--- config.mk ---
export PLATFORM = sky130hd
export DESIGN_NAME = lgs_scan
export DESIGN_NICKNAME = d
export VERILOG_FILES = /design/src/rtl/core/lgs_pkg.sv /design/src/rtl/core/lgs_scan.sv
export SDC_FILE = /design/constraint.sdc
export NUM_CORES = 1
export LEC_CHECK = 0
export BUFFER_PORTS_ARGS = -buffer_cell sky130_fd_sc_hd__buf_2
export CAP_MARGIN = 20
export CORE_MARGIN = 2
export CORE_UTILIZATION = 24
export DETAILED_ROUTE_END_ITERATION = 10
export SYNTH_ARGS = -nofsm -noshare
export SYNTH_HDL_FRONTEND = slang
export SYNTH_SLANG_ARGS = --single-unit
--- constraint.sdc ---
create_clock -name clk -period 3.52 [get_ports clk]
set_input_delay 0.704 -clock clk [delete_from_list [all_inputs] [get_ports clk]]
set_output_delay 0.704 -clock clk [all_outputs]
set_load 0.05 [all_outputs]
--- src/rtl/core/lgs_pkg.sv ---
// ----------------------------------------------------------------------------
// Life generation stencil package
// Shared constants, register indexes, the per-cell tag type and the B3/S23
// rule helpers.
// ----------------------------------------------------------------------------
`default_nettype none

package lgs_pkg;

  localparam int COORD_W       = 10;
  localparam int CFG_DATA_W    = 11;
  localparam int CFG_IDX_W     = 2;
  // Comparison width for positions and counts; holds counts up to 8191.
  localparam int CMP_W         = 13;
  localparam int DEFAULT_COUNT = 100;
  localparam int MIN_COUNT     = 3;

  // Default grid limits for the top level.
  localparam int DEFAULT_MAX_ROWS    = 1024;
  localparam int DEFAULT_MAX_COLUMNS = 1024;

  localparam logic [CFG_IDX_W-1:0] REG_ROW_COUNT    = 2'd0;
  localparam logic [CFG_IDX_W-1:0] REG_COLUMN_COUNT = 2'd1;

  // Per-cell information worked out when the cell is taken in.
  typedef struct packed {
    logic               emit;
    logic               last;
    logic [COORD_W-1:0] row;
    logic [COORD_W-1:0] column;
  } lgs_tag_t;

  // Limits a written count to the range from MIN_COUNT to max_count.
  function automatic logic [CMP_W-1:0] clamp_count(input logic [CFG_DATA_W-1:0] v,
                                                   input logic [CMP_W-1:0] max_count);
    logic [CMP_W-1:0] w;
    w = CMP_W'(v);
    priority if (w < CMP_W'(MIN_COUNT)) begin
      return CMP_W'(MIN_COUNT);
    end else if (w > max_count) begin
      return max_count;
    end else begin
      return w;
    end
  endfunction

  // Next state of the window center; bit 4 is the center cell.
  function automatic logic life_rule(input logic [8:0] w);
    logic [3:0] n;
    n = '0;
    for (int k = 0; k < 9; k++) begin
      if (k != 4) begin
        n = n + 4'(w[k]);
      end
    end
    return w[4] ? (n == 4'd2 || n == 4'd3) : (n == 4'd3);
  endfunction

endpackage

`default_nettype wire

--- src/rtl/core/lgs_scan.sv ---
// ----------------------------------------------------------------------------
// Raster scan counters
// Holds the grid size registers and the raster position of the next cell,
// and derives the tag of the cell at that position.
// ----------------------------------------------------------------------------
`default_nettype none

module lgs_scan
  import lgs_pkg::*;
#(
  parameter int MAX_ROWS    = DEFAULT_MAX_ROWS,
  parameter int MAX_COLUMNS = DEFAULT_MAX_COLUMNS
) (
  input  wire logic                  clk,
  input  wire logic                  rst,
  input  wire logic                  cfg_write,
  input  wire logic [CFG_IDX_W-1:0]  cfg_index,
  input  wire logic [CFG_DATA_W-1:0] cfg_data,
  input  wire logic                  advance,
  output logic                       restart,
  output logic [$clog2(MAX_COLUMNS)-1:0] column,
  output lgs_tag_t                   tag
);

  localparam int RW  = $clog2(MAX_ROWS);
  localparam int CW  = $clog2(MAX_COLUMNS);
  localparam int RCW = $clog2(MAX_ROWS + 1);
  localparam int CCW = $clog2(MAX_COLUMNS + 1);

  logic [RW-1:0]    row_pos;
  logic [CW-1:0]    col_pos;
  logic [RCW-1:0]   row_count;
  logic [CCW-1:0]   column_count;
  logic [CMP_W-1:0] r_ext, c_ext, r_inc, c_inc;
  logic             row_wrap, col_wrap;

  assign r_ext = CMP_W'(row_pos);
  assign c_ext = CMP_W'(col_pos);
  assign r_inc = r_ext + CMP_W'(1);
  assign c_inc = c_ext + CMP_W'(1);

  assign row_wrap = (r_inc >= CMP_W'(row_count));
  assign col_wrap = (c_inc >= CMP_W'(column_count));

  assign restart = cfg_write && (cfg_index == REG_ROW_COUNT || cfg_index == REG_COLUMN_COUNT);
  assign column  = col_pos;

  always_comb begin
    tag.emit   = (r_ext >= CMP_W'(2)) && (c_ext >= CMP_W'(2));
    tag.last   = (r_inc == CMP_W'(row_count)) && (c_inc == CMP_W'(column_count));
    tag.row    = COORD_W'(r_ext - CMP_W'(1));
    tag.column = COORD_W'(c_ext - CMP_W'(1));
  end

  always_ff @(posedge clk) begin
    if (rst) begin
      row_pos      <= '0;
      col_pos      <= '0;
      row_count    <= RCW'(clamp_count(CFG_DATA_W'(DEFAULT_COUNT), CMP_W'(MAX_ROWS)));
      column_count <= CCW'(clamp_count(CFG_DATA_W'(DEFAULT_COUNT), CMP_W'(MAX_COLUMNS)));
    end else if (restart) begin
      row_pos <= '0;
      col_pos <= '0;
      if (cfg_index == REG_ROW_COUNT) begin
        row_count <= RCW'(clamp_count(cfg_data, CMP_W'(MAX_ROWS)));
      end else begin
        column_count <= CCW'(clamp_count(cfg_data, CMP_W'(MAX_COLUMNS)));
      end
    end else if (advance) begin
      if (col_wrap) begin
        col_pos <= '0;
        row_pos <= row_wrap ? '0 : row_pos + 1'b1;
      end else begin
        col_pos <= col_pos + 1'b1;
      end
    end
  end

endmodule

`default_nettype wire

==> run metrics <==
status=complete, but fails checks; violated checks=DRC; CP Max Fanout=4; cts bufs inserted=5; Final WS setup=145 ps; WHS Endpoint=row_count[7]; routed vias=2528; dpl cell area=3210 um2; WS Path Type=flop to primary output; initial DRC count=152; die footprint=12800 um2; drc violations=1; fin crit period=3370 ps; hold_sp=row_count[7]; Distinct cells, synth=42; Worst Skew=6.62 ps; pre-CTS setup slack=176 ps; Fmax=296 MHz; io pins=50; Core Util, Final=0.297; worst reg2reg path startpoint=column[1]; GRT Total Usage=0.112; post-synthesis sequential area ratio=0.295; cell depth of the worst hold path=2; FP Rows=39; crit path launch type=flop; Post-Syn Area=2850 um2; TNS Setup=0 ps; Buffers on Ports=49; post-synthesis register bit count=42; Core Area=11500 um2; post-detail-place hpwl=5670 um; Crit path largest cell delay=about 340 ps; largest net degree at the start of global routing=25; initial antenna violation count=0; syn avg cell area=7.84 um2; Initial Util=0.247; most common flop cell mapped by yosys=dfxtp_1; routed len/inst=12.8 um; Max Slew Vio Count=0; worst reg2reg endpoint=row_pos[2]; Crit path top cell by count=and3_1; normalized max-slew margin=0.597; gpl congestion=0.836; Antenna diodes=0; cell count after synthesis=363; Die X=113 um; DR pass1 iterations=7; Pwr Total=roughly 1.2 mW; Mapped Nets=408; clk_lat worst skew=280 ps; final hold violations=0; FFs w/ async S/R, synth=0; WP data arrival=2670 ps; Max-Cap Viols=0; fin nets=448; remaining antenna violation count after routing=0; clk slew on worst S/H paths=approximately 60 ps; Critical Path Source=column[1]; GRT overflow=0; maximum VDD drop=just under 200 uV; crit-path cells=ha_1 -> and3_1 -> and3_1 -> and3_1 -> and3_1 -> ha_1 -> nand4_1 -> nor3_4 -> and3_4 -> buf_6; cell depth of the worst flop-to-flop path=12; CTS Hold Bufs=0; Hold Crit Class=flop to flop; final period utilization=0.959; CP Capture Type=primary output; final WL=6980 um; cell area after layout=3420 um2; Die H=113 um; CP required=2820 ps; root buf cell=clkbuf_16; Post-synth EDFFs=0; CTS H-tree depth=2; CTS Sinks=42; reg-to-reg slack, setup=310 ps; clock buffer depth=2; CTS tree=done; Layout area overhead=20.1%; Power Dens Cells=350 nW/um2; Worst Max-Slew Pin Slew=604 ps; first-pass GRT wire length=11700 um; Synth Warn #=0; CP max-delay cell=dfxtp_1; setup violators final=0; Lkg Pwr=1.59 nW; number of global-route vias before repair=2579; fraction of layout cells with a size suffix above 1=0.193; unrepaired setup endpoints after global routing=no; vias per cell=between 4 and 5
[where the power goes]
group	total (mW)	internal, mW	switching (mW)
Sequential	0.490	0.484	0.00542
Combinational	0.175	0.0496	0.126
Clock	0.532	0.336	0.196
Total	1.20	0.870	0.328
[area by class of cell]
| cell class | instances | area (um2) |
|---|---|---|
| Clock buffer | 5 | 125 |
| Timing Repair Buffer | 55 | 297 |
| Inverter | 29 | 109 |
| Sequential cell | 42 | 843 |
| Multi-Input combinational cell | 270 | 1820 |
| Fill cell | 1243 | 8100 |
| Tap cell | 143 | 179 |
| Clock inverter | 3 | 43.8 |
[flip-flops by register name (all words and copies together) (netlist names)]
register,flops
row_pos,10
column,10
column_count,11
row_count,11
[cells by family (layout without fill, tap and decap cells)]
| logic type | Yosys count | after routing | synth area share |
|---|---|---|---|
| buffers and inverters | 51 | 92 | 0.0721 |
| flip-flops | 42 | 42 | 0.295 |
| AND/OR/NAND/NOR | 142 | 142 | 0.245 |
| AO/OA/AOI/OAI | 58 | 58 | 0.132 |
| adder cells (fa/ha/maj) | 28 | 28 | 0.123 |
| multiplexers | 2 | 2 | 0.00703 |
| XOR/XNOR | 40 | 40 | 0.126 |
[cells in the mapped netlist, drive strengths merged (7+ instances only)]
cell type  instances  area share
nand2             50       0.066
dfxtp             42        0.30
xor2              30       0.092
a21oi             29       0.052
inv               29       0.038
nor2              29       0.038
ha                28        0.12
and3              13       0.029
clkbuf            12       0.016
buf               10       0.018
xnor2             10       0.033
nor3               9       0.018
nor2b              8       0.018
a211o              7       0.022
nand2b             7       0.015
nand3              7       0.014
nand4              7       0.015
o21ai              7       0.014
[worst max-delay path, delay by kind of cell, from the launching register on]
kind / cells / cell delay [ps]
adders and majority gates: 2 / 540
and+or+nand+nor: 7 / 1360
DFF: 1 / 340
buffers and inverters: 1 / 150
[cell usage in the layout, fill, tap and decap left out, types with 5 or more instances in the layout]
cell type and count:
nand3_1 6, buf_2 48, o21ai_0 6, nand4_1 7, xor2_1 30, xnor2_1 9
inv_1 29, a21oi_1 28, a211o_1 7, ha_1 28, nand2b_1 7, clkbuf_16 5
nor4_1 5, dfxtp_1 40, buf_4 6, and3_1 10, nor3_1 7, nor2b_1 8
nand2_1 50, nor2_1 29, a22o_1 5
[timing repair]
item / 4_1_cts / 5_1_grt
endpoints found under the setup margin: 1 / 1
pin swaps: 0 / 2
buffers inserted: 0 / 1
resized for setup: 2 / 6
[stage by stage]
stage / hold WS, ps / instances
floorplan: 435 / 363
global placement: 448 / 538
detailed placement: 448 / 538
CTS: 457 / 546
global route: 474 / 547
finish: 455 / 547
[per-layer routing]
layer  track usage  vias up  wire (um)
li1              -     1295          -
met1         0.138     1181       3140
met2         0.202       48       3490
met3        0.0257        4        302
met4        0.0220        0         48
met5             0        -          0
[worst max path at each step]
stage               endpoint
floorplan            tag[20]
global placement     tag[20]
detailed placement   tag[20]
CTS                  tag[20]
global route         tag[20]
finish               tag[20]
No activity file was read; power rests on OpenSTA's default activity.
