==> config.mk <==
export PLATFORM = sky130hd
export DESIGN_NAME = lgs_window
export DESIGN_NICKNAME = d
export VERILOG_FILES = /design/src/rtl/core/lgs_pkg.sv /design/src/rtl/core/lgs_window.sv
export SDC_FILE = /design/constraint.sdc
export NUM_CORES = 1
export LEC_CHECK = 0
export BUFFER_PORTS_ARGS = -buffer_cell sky130_fd_sc_hd__buf_2
export CAP_MARGIN = 5
export CELL_PAD_IN_SITES_DETAIL_PLACEMENT = 1
export CELL_PAD_IN_SITES_GLOBAL_PLACEMENT = 1
export CORE_UTILIZATION = 36
export CTS_CLUSTER_SIZE = 25
export DETAILED_ROUTE_END_ITERATION = 10
export PLACE_DENSITY = 0.74
export SETUP_SLACK_MARGIN = 0.4
export SYNTH_ARGS = -nofsm -noshare
export SYNTH_HDL_FRONTEND = slang
export SYNTH_SLANG_ARGS = --single-unit
==> constraint.sdc <==
create_clock -name clk -period 3.75 [get_ports clk]
set_input_delay 0.5625 -clock clk [delete_from_list [all_inputs] [get_ports clk]]
set_output_delay 0.5625 -clock clk [all_outputs]
set_load 0.05 [all_outputs]
==> src/rtl/core/lgs_pkg.sv <==
// ----------------------------------------------------------------------------
// Life generation stencil package
// Shared constants, register indexes, the per-cell tag type and the B3/S23
// rule helpers.
// ----------------------------------------------------------------------------
`default_nettype none

package lgs_pkg;

  localparam int COORD_W       = 10;
  localparam int CFG_DATA_W    = 11;
  localparam int CFG_IDX_W     = 2;
  // Comparison width for positions and counts; holds counts up to 8191.
  localparam int CMP_W         = 13;
  localparam int DEFAULT_COUNT = 100;
  localparam int MIN_COUNT     = 3;

  // Default grid limits for the top level.
  localparam int DEFAULT_MAX_ROWS    = 1024;
  localparam int DEFAULT_MAX_COLUMNS = 1024;

  localparam logic [CFG_IDX_W-1:0] REG_ROW_COUNT    = 2'd0;
  localparam logic [CFG_IDX_W-1:0] REG_COLUMN_COUNT = 2'd1;

  // Per-cell information worked out when the cell is taken in.
  typedef struct packed {
    logic               emit;
    logic               last;
    logic [COORD_W-1:0] row;
    logic [COORD_W-1:0] column;
  } lgs_tag_t;

  // Limits a written count to the range from MIN_COUNT to max_count.
  function automatic logic [CMP_W-1:0] clamp_count(input logic [CFG_DATA_W-1:0] v,
                                                   input logic [CMP_W-1:0] max_count);
    logic [CMP_W-1:0] w;
    w = CMP_W'(v);
    priority if (w < CMP_W'(MIN_COUNT)) begin
      return CMP_W'(MIN_COUNT);
    end else if (w > max_count) begin
      return max_count;
    end else begin
      return w;
    end
  endfunction

  // Next state of the window center; bit 4 is the center cell.
  function automatic logic life_rule(input logic [8:0] w);
    logic [3:0] n;
    n = '0;
    for (int k = 0; k < 9; k++) begin
      if (k != 4) begin
        n = n + 4'(w[k]);
      end
    end
    return w[4] ? (n == 4'd2 || n == 4'd3) : (n == 4'd3);
  endfunction

endpackage

`default_nettype wire

==> src/rtl/core/lgs_window.sv <==
// ----------------------------------------------------------------------------
// Window stage and result register
// Holds the cell whose line store read is in flight, writes the line store
// back, shifts the 3x3 window and registers the next-generation result.
// ----------------------------------------------------------------------------
`default_nettype none

module lgs_window
  import lgs_pkg::*;
#(
  parameter int CW = $clog2(DEFAULT_MAX_COLUMNS)
) (
  input  wire logic               clk,
  input  wire logic               rst,
  input  wire logic               restart,
  input  wire logic               in_valid,
  input  wire logic               in_cell,
  input  wire logic [CW-1:0]      in_column,
  input  wire lgs_tag_t           in_tag,
  output logic                    in_ready,
  output logic                    busy,
  input  wire logic [1:0]         rd_data,
  output logic                    wr_en,
  output logic [CW-1:0]           wr_addr,
  output logic [1:0]              wr_data,
  output logic                    out_valid,
  input  wire logic               out_ready,
  output logic                    out_alive,
  output logic [COORD_W-1:0]      out_row,
  output logic [COORD_W-1:0]      out_column,
  output logic                    out_last
);

  logic          a_valid;
  logic          a_cell;
  logic [CW-1:0] a_column;
  lgs_tag_t      a_tag;
  logic [8:0]    window;
  logic [8:0]    window_next;
  logic          o_free;
  logic          a_adv;
  logic          accept;

  // The stage moves on unless it has a result and the result register is full.
  assign o_free   = !out_valid || out_ready;
  assign a_adv    = a_valid && (!a_tag.emit || o_free);
  assign in_ready = !a_valid || a_adv;
  assign accept   = in_valid && in_ready;
  assign busy     = a_valid;

  // Newest column enters at the bottom bits: top, middle, then current row.
  assign window_next = {window[5:0], rd_data[1], rd_data[0], a_cell};

  assign wr_en   = a_adv;
  assign wr_addr = a_column;
  assign wr_data = {rd_data[0], a_cell};

  always_ff @(posedge clk) begin
    if (rst) begin
      a_valid   <= 1'b0;
      out_valid <= 1'b0;
      window    <= '0;
    end else begin
      if (restart) begin
        window <= '0;
      end else if (a_adv) begin
        window <= window_next;
      end
      if (accept) begin
        a_valid <= 1'b1;
      end else if (a_adv) begin
        a_valid <= 1'b0;
      end
      if (a_adv && a_tag.emit) begin
        out_valid <= 1'b1;
      end else if (out_ready) begin
        out_valid <= 1'b0;
      end
    end
  end

  always_ff @(posedge clk) begin
    if (accept) begin
      a_cell   <= in_cell;
      a_column <= in_column;
      a_tag    <= in_tag;
    end
    if (a_adv && a_tag.emit) begin
      out_alive  <= life_rule(window_next);
      out_row    <= a_tag.row;
      out_column <= a_tag.column;
      out_last   <= a_tag.last;
    end
  end

endmodule

`default_nettype wire

==> impl_metrics.json <==
{
  "dr.pass1.iters": 2,
  "cts_tree": "built",
  "ctsRootBufferMaster": "clkbuf_8",
  "ys_seq_area_share_pct": 78.7,
  "rr_endpoint": "out_alive",
  "yosys_warnings": 0,
  "grt_util_all_layers_pct": 13.7,
  "grt_pass1_vias": 1439,
  "io_pins": 78,
  "wire_per_inst_um": 14.4,
  "powerDensity_nw_per_um2": 504,
  "slowest_delay_ps": 560,
  "crit_type": "reg -> reg",
  "synth_mux_area_share_pct": 0,
  "crit_top_cell": "ha_4",
  "cp_cell_sequence": "fa_1 -> ha_2 -> fa_2 -> ha_4 -> ha_4 -> ha_4 -> ha_1 -> o21ai_1 -> or3b_1 -> o22ai_1",
  "synth.largest_area_cell": "edfxtp_1",
  "synth_commonest_cells": "edfxtp_1, ha_1, nand2_1",
  "finalPower_mw": 1.53,
  "grt_pass1_wl_mm": 6.56,
  "drc_errors": 0,
  "worstSetupStartpointType": "flip-flop",
  "nets": 270,
  "crit_buf_inv": 0,
  "clock.fmax_ghz": 0.304,
  "die_area_sq_um": 6720,
  "drive_above_1_share_pct": 46.6,
  "synth_top_family_by_area": "adder cells",
  "final_area_sq_um": 3030,
  "hold_viol": 0,
  "post-place-ws_ps": -19.5,
  "start_util_pct": 38.0,
  "netlist_area_sq_um": 2300,
  "rr_startpoint": "a_cell",
  "reg2reg_depth": 10,
  "yosysMostFrequentCell": "edfxtp_1",
  "place.gp.congestion": 0.684,
  "antenna_found_initial": 0,
  "setup_slack_ps": 459,
  "synthCells": 130,
  "vias_per_cell": 4.58,
  "dpl_cell_area_sq_um": 2780,
  "place_inst": 279,
  "fin_crit_ps": 3290,
  "final_max_slew_viol_count": 0,
  "slowest_stage": "fa_2",
  "tightest_slew_ps": 1100,
  "core_sq_um": 6060,
  "worstHoldPathType": "in -> reg",
  "post_synth_and_or_nand_nor_area_fraction_pct": 5.82,
  "setup_viol": 0,
  "crit_end": "out_alive",
  "final-instance-count-excl-fill": 296,
  "maxCapViolCount": 0,
  "clock_path_buffers": 2,
  "ant_nets": 0,
  "ys_top_cells_by_area": "edfxtp_1, dfxtp_1, ha_1",
  "register_area_sq_um": 1810,
  "synth_fa_ha_area_share_pct": 8.26,
  "clkSinkCount": 63,
  "die_x_um": 82.0,
  "cp_max_fo": 2,
  "post-dp-hpwl_mm": 3.03,
  "yosys.area.top_type_share_pct": 71.7,
  "skew_ps": 4.28,
  "cp.required_ps": 3930,
  "leakage_nw": 1.21,
  "multi_input_area_sq_um": 520,
  "path_depth": 10,
  "synth_cell_types": 22,
  "synth_compound_area_share_pct": 2.28,
  "grt_remaining_overflow": 0,
  "cts_buffers": 9,
  "relSlewSlack_pct": 26.9,
  "r2r_slack_ps": 460,
  "tns_ps": 0,
  "outcome": "complete, no violations",
  "synthArstFlopShare_pct": 0,
  "avgSynthCellArea_sq_um": 17.7,
  "htree_levels": 3,
  "insertedDiodeCount": 0,
  "fin_util_pct": 50.0,
  "synth_edf_count": 55,
  "ys.flop_type": "edfxtp_1",
  "crit_arrival_ps": 3470,
  "fin_crit_sh_pct": 87.8,
  "timing.hold.ws_ps": 398,
  "worstSetupEndpointType": "flip-flop",
  "cp_top_family": "adder cells",
  "synth_xor_area_share_pct": 3.64,
  "vias": 1355,
  "drt_iter0_drc": 24,
  "area_growth_pct": 31.6,
  "synth_seq_cells": 63,
  "syn-num-nets": 184,
  "rows": 28,
  "crit_path_start": "a_cell",
  "wl_mm": 4.26,
  "ir_drop_mv": 0.302,
  "clk_pin_slew_ps": 70,
  "clock_latency_ps": 330,
  "rsz0062_at_grt": "true",
  "io_buffers": 77,
  "n_fill_cell": 624,
  "die_y_um": 82.0,
  "grt_max_degree": 34
}
==> cell usage in the layout, fill, tap and decap left out <==
cell,instances
a21oi_1,7
a31oi_4,1
and3_1,1
buf_2,77
buf_4,2
bufinv_16,1
clkbuf_8,9
clkinv_2,2
clkinv_4,1
clkinvlp_4,2
dfxtp_1,8
edfxtp_1,55
fa_1,1
fa_2,1
ha_1,7
ha_2,2
ha_4,3
inv_1,2
inv_6,1
nand2_1,11
nand3_1,10
nor2_1,4
nor2b_1,1
o21ai_1,1
o22ai_1,1
or2_2,1
or3b_1,1
xnor2_1,5
xnor3_1,1
xor2_1,2
==> kinds of logic (layout without fill, tap and decap cells) <==
kind of cell	Yosys count	count (layout)
xor gates and xnor gates	8	8
AOI/OAI and AO/OA	10	10
and+or+nand+nor	29	29
adders and majority gates	14	14
DFF	63	63
buffers and inverters	6	97
==> flip-flops by register name, summed over array words and instances, names as in the netlist <==
signal	count
a_cell	1
a_tag	22
busy	1
out_alive	1
out_column	10
out_last	1
out_row	10
out_valid	1
window	6
wr_addr	10
==> report_power, final <==
part / leakage [nW] / internal (mW) / total (mW) / switching, mW
Sequential: 0.590 / 0.796 / 0.806 / 0.0101
Clock: 0.0956 / 0.307 / 0.577 / 0.270
Combinational: 0.519 / 0.0462 / 0.144 / 0.0981
==> layout make-up <==
cell class | instances | share of cell area (%)
Inverter | 2 | 0.248
Multi-Input combinational cell | 61 | 17.2
Tap cell | 75 | 3.10
Sequential cell | 63 | 59.8
Timing Repair Buffer | 79 | 13.2
Clock inverter | 7 | 2.39
Clock buffer | 9 | 4.09
==> worst min-delay path by stage <==
stage,depth (start not counted),slack [ps],from,endpoint
3_5_place_dp,0,410,a_tag[1],out_column[1]
4_1_cts,1,380,in_column[9],wr_addr[9]
6_report,1,400,in_tag[8],a_tag[8]
3_3_place_gp,0,400,a_tag[11],out_row[1]
5_1_grt,1,380,in_column[9],wr_addr[9]
2_1_floorplan,0,400,a_tag[0],out_column[0]
==> timing repair <==
action | in CTS | in global routing
pin swaps | 1 | 0
gates resized for setup | 4 | 1
endpoints found under the setup margin | 1 | 1
hold buffers | 0 | 0
setup buffers | 1 | 0
==> worst register-to-register path, delay by kind of cell (launching register included) <==
kind                     cells  cell delay (ps)
adder cells (fa/ha/maj)      7             2170
AO/OA/AOI/OAI                2              210
AND/OR/NAND/NOR              1              340
flip-flops                   1              420
==> per-layer routing <==
layer	wire length (um)	up-vias	global-route usage [%]
li1	-	655	-
met1	1660	640	14.1
met2	2140	54	23.2
met3	404	6	7.22
met4	52	0	5.79
met5	0	-	0
(Power assumes the default switching activity.)
